### config.mk
export PLATFORM = sky130hd
export DESIGN_NAME = posix_cksum_crc32
export DESIGN_NICKNAME = d
export VERILOG_FILES = /design/src/rtl/pcrc_pkg.sv /design/src/rtl/pcrc_ctrl.sv /design/src/rtl/pcrc_datapath.sv /design/src/rtl/posix_cksum_crc32.sv
export VERILOG_INCLUDE_DIRS = /design/src /design/src/rtl
export SDC_FILE = /design/constraint.sdc
export NUM_CORES = 1
export LEC_CHECK = 0
export BUFFER_PORTS_ARGS = -buffer_cell sky130_fd_sc_hd__buf_4
export CORE_MARGIN = 2
export CORE_UTILIZATION = 37
export DETAILED_ROUTE_END_ITERATION = 6
export SLEW_MARGIN = 0
export SYNTH_ARGS = -nofsm -noshare
export SYNTH_HDL_FRONTEND = slang
export SYNTH_SLANG_ARGS = --single-unit
### constraint.sdc
create_clock -name aclk -period 8.6 [get_ports aclk]
set_clock_uncertainty 0.1 [all_clocks]
set_input_delay 1.72 -clock aclk [delete_from_list [all_inputs] [get_ports aclk]]
set_output_delay 1.72 -clock aclk [all_outputs]
set_load 0.1 [all_outputs]
### src/rtl/assert_macros.svh
// Assertion macros shared by the cksum CRC block.
// Included by files that carry concurrent checks; no other dependencies.
`ifndef ASSERT_MACROS_SVH
`define ASSERT_MACROS_SVH

// Generic clocked assertion, disabled while the active-low reset is asserted.
`define PCRC_ASSERT_CLK(label, clk, rst_n, prop) \
    label: assert property (@(posedge clk) disable iff (!rst_n) (prop)) \
        else $error("assertion failed");

// Shorthand on the block clock and reset.
`define PCRC_ASSERT(label, prop) \
    `PCRC_ASSERT_CLK(label, aclk, aresetn, prop)

`endif

### src/rtl/pcrc_pkg.sv
// Package for the POSIX cksum CRC-32 block: constants, command/status
// structs and the byte-wise CRC update. No dependencies.
package pcrc_pkg;

    localparam logic [31:0] CRC_POLY = 32'h04C1_1DB7;
    localparam int unsigned CRC_W    = 32;
    localparam int unsigned BYTE_W   = 8;

    typedef struct packed {
        logic take;      // input beat accepted
        logic load_len;  // input beat is last: latch length
        logic fold;      // fold one length byte
        logic emit;      // load result register, clear message state
    } pcrc_cmd_t;

    typedef struct packed {
        logic len_zero;  // no length bytes left to fold
    } pcrc_sts_t;

    function automatic logic [CRC_W-1:0] crc_feed(input logic [CRC_W-1:0] rem,
                                                  input logic [BYTE_W-1:0] data);
        logic [CRC_W-1:0] r;
        r = rem ^ {data, {(CRC_W-BYTE_W){1'b0}}};
        for (int i = 0; i < BYTE_W; i++) begin
            if (r[CRC_W-1]) begin
                r = {r[CRC_W-2:0], 1'b0} ^ CRC_POLY;
            end else begin
                r = {r[CRC_W-2:0], 1'b0};
            end
        end
        return r;
    endfunction

endpackage

### src/rtl/pcrc_ctrl.sv
// Controller for the cksum CRC block: accept / length-fold sequencing
// and the result-beat valid flag. Depends on pcrc_pkg.
module pcrc_ctrl import pcrc_pkg::*; (
    input  logic      aclk,
    input  logic      aresetn,
    input  logic      s_valid,
    input  logic      s_last,
    output logic      s_ready,
    output logic      m_valid,
    input  logic      m_ready,
    input  pcrc_sts_t sts,
    output pcrc_cmd_t cmd
);

    localparam logic ST_IDLE = 1'b0;
    localparam logic ST_FOLD = 1'b1;

    logic state_reg, state_next;
    logic m_valid_reg, m_valid_next;
    logic out_free;

    assign out_free = !m_valid_reg || m_ready;
    assign s_ready  = (state_reg == ST_IDLE);
    assign m_valid  = m_valid_reg;

    always_comb begin
        cmd            = '0;
        state_next     = state_reg;
        m_valid_next   = m_valid_reg && !m_ready;
        unique case (state_reg)
            ST_IDLE: begin
                cmd.take     = s_valid;
                cmd.load_len = s_valid && s_last;
                if (s_valid && s_last) begin
                    state_next = ST_FOLD;
                end
            end
            ST_FOLD: begin
                cmd.fold = !sts.len_zero;
                cmd.emit = sts.len_zero && out_free;
                if (cmd.emit) begin
                    m_valid_next = 1'b1;
                    state_next   = ST_IDLE;
                end
            end
            default: begin
                state_next = ST_IDLE;
            end
        endcase
    end

    always_ff @(posedge aclk) begin
        if (!aresetn) begin
            state_reg   <= ST_IDLE;
            m_valid_reg <= 1'b0;
        end else begin
            state_reg   <= state_next;
            m_valid_reg <= m_valid_next;
        end
    end

endmodule

### src/rtl/pcrc_datapath.sv
// Datapath for the cksum CRC block: message and running remainders,
// byte counter, length shifter and result registers. Depends on pcrc_pkg.
module pcrc_datapath import pcrc_pkg::*; (
    input  logic              aclk,
    input  logic              aresetn,
    input  pcrc_cmd_t         cmd,
    input  logic [BYTE_W-1:0] s_data_byte,
    input  logic              s_has_byte,
    output pcrc_sts_t         sts,
    output logic [CRC_W-1:0]  m_message_crc,
    output logic [CRC_W-1:0]  m_running_total_crc
);

    logic [CRC_W-1:0]  msg_rem_reg, msg_rem_next;
    logic [CRC_W-1:0]  tot_rem_reg, tot_rem_next;
    logic [CRC_W-1:0]  count_reg, count_next;
    logic [CRC_W-1:0]  len_reg, len_next;
    logic [CRC_W-1:0]  out_msg_reg, out_tot_reg;
    logic [CRC_W-1:0]  count_inc;
    logic [BYTE_W-1:0] feed_byte;
    logic              feed_en;
    logic [CRC_W-1:0]  msg_fed, tot_fed;

    assign feed_byte = cmd.fold ? len_reg[BYTE_W-1:0] : s_data_byte;
    assign feed_en   = (cmd.take && s_has_byte) || cmd.fold;
    assign msg_fed   = crc_feed(msg_rem_reg, feed_byte);
    assign tot_fed   = crc_feed(tot_rem_reg, feed_byte);
    assign count_inc = (count_reg != '1) ? count_reg + 1'b1 : count_reg;

    assign sts.len_zero = (len_reg == '0);

    always_comb begin
        msg_rem_next = msg_rem_reg;
        tot_rem_next = tot_rem_reg;
        count_next   = count_reg;
        len_next     = len_reg;
        if (feed_en) begin
            msg_rem_next = msg_fed;
            tot_rem_next = tot_fed;
        end
        if (cmd.take && s_has_byte) begin
            count_next = count_inc;
        end
        if (cmd.load_len) begin
            len_next   = count_next;
            count_next = '0;
        end
        if (cmd.fold) begin
            len_next = len_reg >> BYTE_W;
        end
        if (cmd.emit) begin
            msg_rem_next = '0;
        end
    end

    always_ff @(posedge aclk) begin
        if (!aresetn) begin
            msg_rem_reg <= '0;
            tot_rem_reg <= '0;
            count_reg   <= '0;
            len_reg     <= '0;
        end else begin
            msg_rem_reg <= msg_rem_next;
            tot_rem_reg <= tot_rem_next;
            count_reg   <= count_next;
            len_reg     <= len_next;
        end
    end

    always_ff @(posedge aclk) begin
        if (cmd.emit) begin
            out_msg_reg <= ~msg_rem_reg;
            out_tot_reg <= ~tot_rem_reg;
        end
    end

    assign m_message_crc       = out_msg_reg;
    assign m_running_total_crc = out_tot_reg;

endmodule

### src/rtl/posix_cksum_crc32.sv
// POSIX cksum CRC-32 engine. Takes one message byte per beat, one beat per
// cycle, while no message tail is being processed. A beat with last set ends
// the message: its byte (if any) is folded, then the byte count is folded one
// length byte per cycle (zero to four length bytes, set by the length shifter),
// and then the result register is loaded; the input is held off during that
// tail. The result beat carries the inverted message CRC and the inverted
// CRC run over all messages, length bytes included, since reset. A pending
// result does not stall byte beats, but the result load of the next message
// waits until it is taken.
// Depends on pcrc_pkg, pcrc_ctrl, pcrc_datapath and assert_macros.svh.
`include "assert_macros.svh"

module posix_cksum_crc32 import pcrc_pkg::*; (
    input  logic              aclk,
    input  logic              aresetn,
    input  logic              s_valid,
    output logic              s_ready,
    input  logic [BYTE_W-1:0] s_data_byte,
    input  logic              s_has_byte,
    input  logic              s_last,
    output logic              m_valid,
    input  logic              m_ready,
    output logic [CRC_W-1:0]  m_message_crc,
    output logic [CRC_W-1:0]  m_running_total_crc
);

    pcrc_cmd_t cmd;
    pcrc_sts_t sts;

    pcrc_ctrl u_ctrl (
        .aclk    (aclk),
        .aresetn (aresetn),
        .s_valid (s_valid),
        .s_last  (s_last),
        .s_ready (s_ready),
        .m_valid (m_valid),
        .m_ready (m_ready),
        .sts     (sts),
        .cmd     (cmd)
    );

    pcrc_datapath u_dp (
        .aclk                (aclk),
        .aresetn             (aresetn),
        .cmd                 (cmd),
        .s_data_byte         (s_data_byte),
        .s_has_byte          (s_has_byte),
        .sts                 (sts),
        .m_message_crc       (m_message_crc),
        .m_running_total_crc (m_running_total_crc)
    );

    `PCRC_ASSERT(a_last_blocks_input, s_valid && s_ready && s_last |=> !s_ready)
    `PCRC_ASSERT(a_emit_after_fold, cmd.emit |-> sts.len_zero && !cmd.fold)
    `PCRC_ASSERT(a_no_fold_while_taking, cmd.take |-> !cmd.fold && !cmd.emit)
    `PCRC_ASSERT(a_result_holds, m_valid && !m_ready |=> m_valid && $stable(m_message_crc))

endmodule
==> results list <==
- Count of pins on the block boundary: 80
- Total Power Consumption: 3.326 mW
- GPL Wtd Cong: 0.7651
- In the post-synthesis netlist, the biggest area contributors are sky130_fd_sc_hd__dfxtp_1 30%, sky130_fd_sc_hd__edfxtp_1 22%, sky130_fd_sc_hd__xnor2_1 12%.
- The analysis attributes to cell leakage a power of 3.544 nW.
* Path length in cells of the critical path: 9
* Capture point of the worst reg-to-reg path: u_dp.msg_rem_reg[11]
- Clock latency on the worst-skew pair: 0.43 ns
- In the routed design, unresolved DRC markers number 0.
- CTS tree: yes
- During synthesis, Yosys emitted a total of 0 warnings.
- In this run the register-to-register setup slack is 4.54 ns.
- Number of flops mapped to enable cells by yosys: 64
- Largest stage delay on the critical path: 0.74 ns
- Hold timing on the final database bottoms out at a slack of 0.3580 ns.
* First drt pass iteration count: 4
* Number of vias in the routed layout: 5909
- The critical path in this run is classified as flop to flop.
- In this run the biggest area consumer among cell types represents 29.77% of the synthesized area.
- Worst-case vdd ir drop: 137.5 uV
- Worst reg2reg startpoint: u_dp.len_reg[1]
* Cell area after synthesis: 8742 um2
* Result of the run: finished clean
- Headroom to the max-slew limit came out at 31.92%.
- The number of antenna diodes in the final layout is 0.
- Max-cap check violation count: 0
* Utilization after layout: 43.99%
- For the finished layout, the period the worst path requires is 4.056 ns.
- Register bit total from synthesis: 194
- The core region is 23330 um2.
* Most area-hungry cell type in the Yosys netlist: sky130_fd_sc_hd__dfxtp_1
* Area of the die: 24870 um2
* Required time of the critical path: 8.78 ns
* Count of cells along the worst register-to-register path: 9
* Post-synth top cells: 130 x sky130_fd_sc_hd__dfxtp_1, 116 x sky130_fd_sc_hd__xnor2_1, 100 x sky130_fd_sc_hd__nor2_1
- Sequential cell area fraction in the yosys report: 51.75%
* Post-cts sizing count: 0
* Sum of net half-perimeters after detailed placement: 13.47 mm
- At the pin with the least slew margin, the transition time is 1.019 ns.
- Worst-path clk slew: 0.07 ns
- Global-route met1 utilization: 20.90%
* Synthesized area per cell: 10.44 um2
- Sum of negative setup slack: 0 ns
- Hold buffers post-CTS: 0
* Upper clock frequency limit: 0.2465 GHz
* Layout net count: 918
- In this run the deepest clock path goes through 2 buffers.
- Worst hold-check path type: flop to flop
- Slowest cell on the critical path: sky130_fd_sc_hd__xnor2_1
- The max-slew violation count was 0.
* Cell family with most CP delay: XOR/XNOR gates
- CTS placed an instance of sky130_fd_sc_hd__clkbuf_16 at the clock tree root.
- RSZ-0062 raised after global routing: false
- Share of post-route cells with drive strength above 1: 15.83%
* DRT antenna net count: 0
* Count of endpoints failing setup in the final report: 0
- DR vias/cell: 4.785
* Number of antenna violations at the first check in global routing: 0
- In this run the post-CTS setup repair buffer count came out at 0.
- Number of different library cells in the post-synthesis netlist: 46
- TritonCTS created 17 clock buffers.
* Cell total after placement: 1203
- Worst path most repeated cell: sky130_fd_sc_hd__mux2i_1
* Total count of hold-check failures in the final report: 0
- In this run the horizontal extent of the chip is 157.7 um.
- Data on the critical path arrives at its endpoint at 4.24 ns.
- Of all nets on the critical path, the largest fanout is 38.
- Dividing the final minimum period by the clock period gives 47.17%.
* Met3 Resource Use GR: 3.367%
- Port Buffers: 79
- After floorplanning, the core was divided into 56 placement rows.
- Entering global routing, the biggest net connects 92 pins.
* Initial standard-cell utilization of the core: 37.47%
- Global-route track usage on met2: 25.38%
- Initial DRC Count: 350
- Via count of the first global-routing pass: 5579
- PD cells: 324.1 nW/um2
* Capture point of the worst path: u_dp.msg_rem_reg[11]
- In the post-synthesis netlist, the cell with the most instances is sky130_fd_sc_hd__dfxtp_1.
- Among all flip-flop cells after synthesis, the most frequent one is sky130_fd_sc_hd__dfxtp_1.
- Height of the chip: 157.7 um
- Critical Path, Cell by Cell: nor4_1 > nand4_1 > o21a_2 > mux2i_1 > xnor2_1 > xnor3_2 > xnor3_1 > mux2i_1 > o31ai_1
- GR peak layer: met2
- Worst hold start: u_dp.msg_rem_reg[4]
- Global routing used 15.60% of the available tracks across all layers.
- Worst Path Buf+Inv: 0
- In this run the worst setup path begins at u_dp.len_reg[1].
* Synthesis-to-layout area growth: 17.42%
- WL final: 18.86 mm
- Wire length of the first global-routing pass: 29.91 mm
- Count of clock tree sinks: 194
- Number of nets in the synthesized netlist: 852
- In the final routed layout, each cell accounts on average for 15.27 um.
- After the flow finishes, the layout carries non-filler instances totaling 1235.
- For this run, asynchronously set or reset flops after synthesis account for 0%.
- STA classifies the critical path endpoint as a flop.
- Deepest level of the CTS H-tree: 4
* Synthesized instance count: 837
- STA classifies the critical path startpoint as a flop.
* Total congestion overflow: 0
## kinds of logic (layout without fill, tap and decap cells)
family	count (synthesis)	in the layout	share of synthesized area, %
fa+ha+maj	1	1	0.1431
mux	13	13	1.789
buf+inv	112	191	4.895
xor+xnor	164	164	19.77
compound gates	125	125	9.904
flops	194	194	51.75
simple gates	228	228	11.75
## report_power, final
part / internal [mW] / leakage [nW] / total (mW) / switching (mW)
logic: 0.606 / 1.63 / 1.35 / 0.740
registers: 1.08 / 1.61 / 1.17 / 0.0851
clock network: 0.447 / 0.297 / 0.811 / 0.364
## how the worst min path moves through the flow
stage / to / slack (ns) / cells after the start
after global placement: u_dp.msg_rem_reg[4] / 0.34 / 2
final: u_dp.msg_rem_reg[4] / 0.36 / 2
after CTS: u_dp.msg_rem_reg[4] / 0.36 / 2
after floorplan: u_dp.msg_rem_reg[19] / 0.33 / 2
after global routing: u_dp.m_message_crc[15] / 0.40 / 1
after detailed placement: u_dp.msg_rem_reg[4] / 0.35 / 2
## area by class of cell
cell class,instances,area (um2)
fillers,2205,13070
flip-flops and latches,194,4524
multi-input cells,531,3816
repair buffers,85,638.1
clock buffers,18,439.2
well taps,319,399.1
inverters,74,277.8
clock inverters,14,170.2
## routing by layer
metal,wire [um],share of wire (%),vias to the layer above
met5,0,0,-
met4,273,1.4,0
met3,687,3.6,19
met2,8971,48,130
met1,8924,47,2782
li1,-,-,2978
## metrics by stage
stage | instance area (um2) | setup WS [ns]
after global routing | 10260 | 4.355
after CTS | 10260 | 4.540
after floorplan | 8742 | 3.549
final | 10260 | 4.544
after detailed placement | 9656 | 4.233
after global placement | 9656 | 4.263
## worst min-delay path, stage by stage (launching register included)
cell                      delay (ns)
sky130_fd_sc_hd__dfxtp_1        0.31
sky130_fd_sc_hd__nand2_1        0.05
sky130_fd_sc_hd__a21oi_1        0.05
## layout by cell type, fill, tap and decap left out, drive strengths merged, types with 10 or more instances in the layout
master,synthesis,routed
dfxtp,130,130
xnor2,130,130
nor2,100,100
buf,3,85
inv,74,80
edfxtp,64,64
nand2,55,55
a211oi,37,37
xor2,23,23
a21oi,22,22
o22ai,21,21
clkbuf,35,18
a22oi,16,16
mux2i,12,12
nor4,11,11
nand4,11,11
nor3,11,11
o21ai,11,11
and2,10,10
Note: power is estimated with default switching activity, not from simulation.
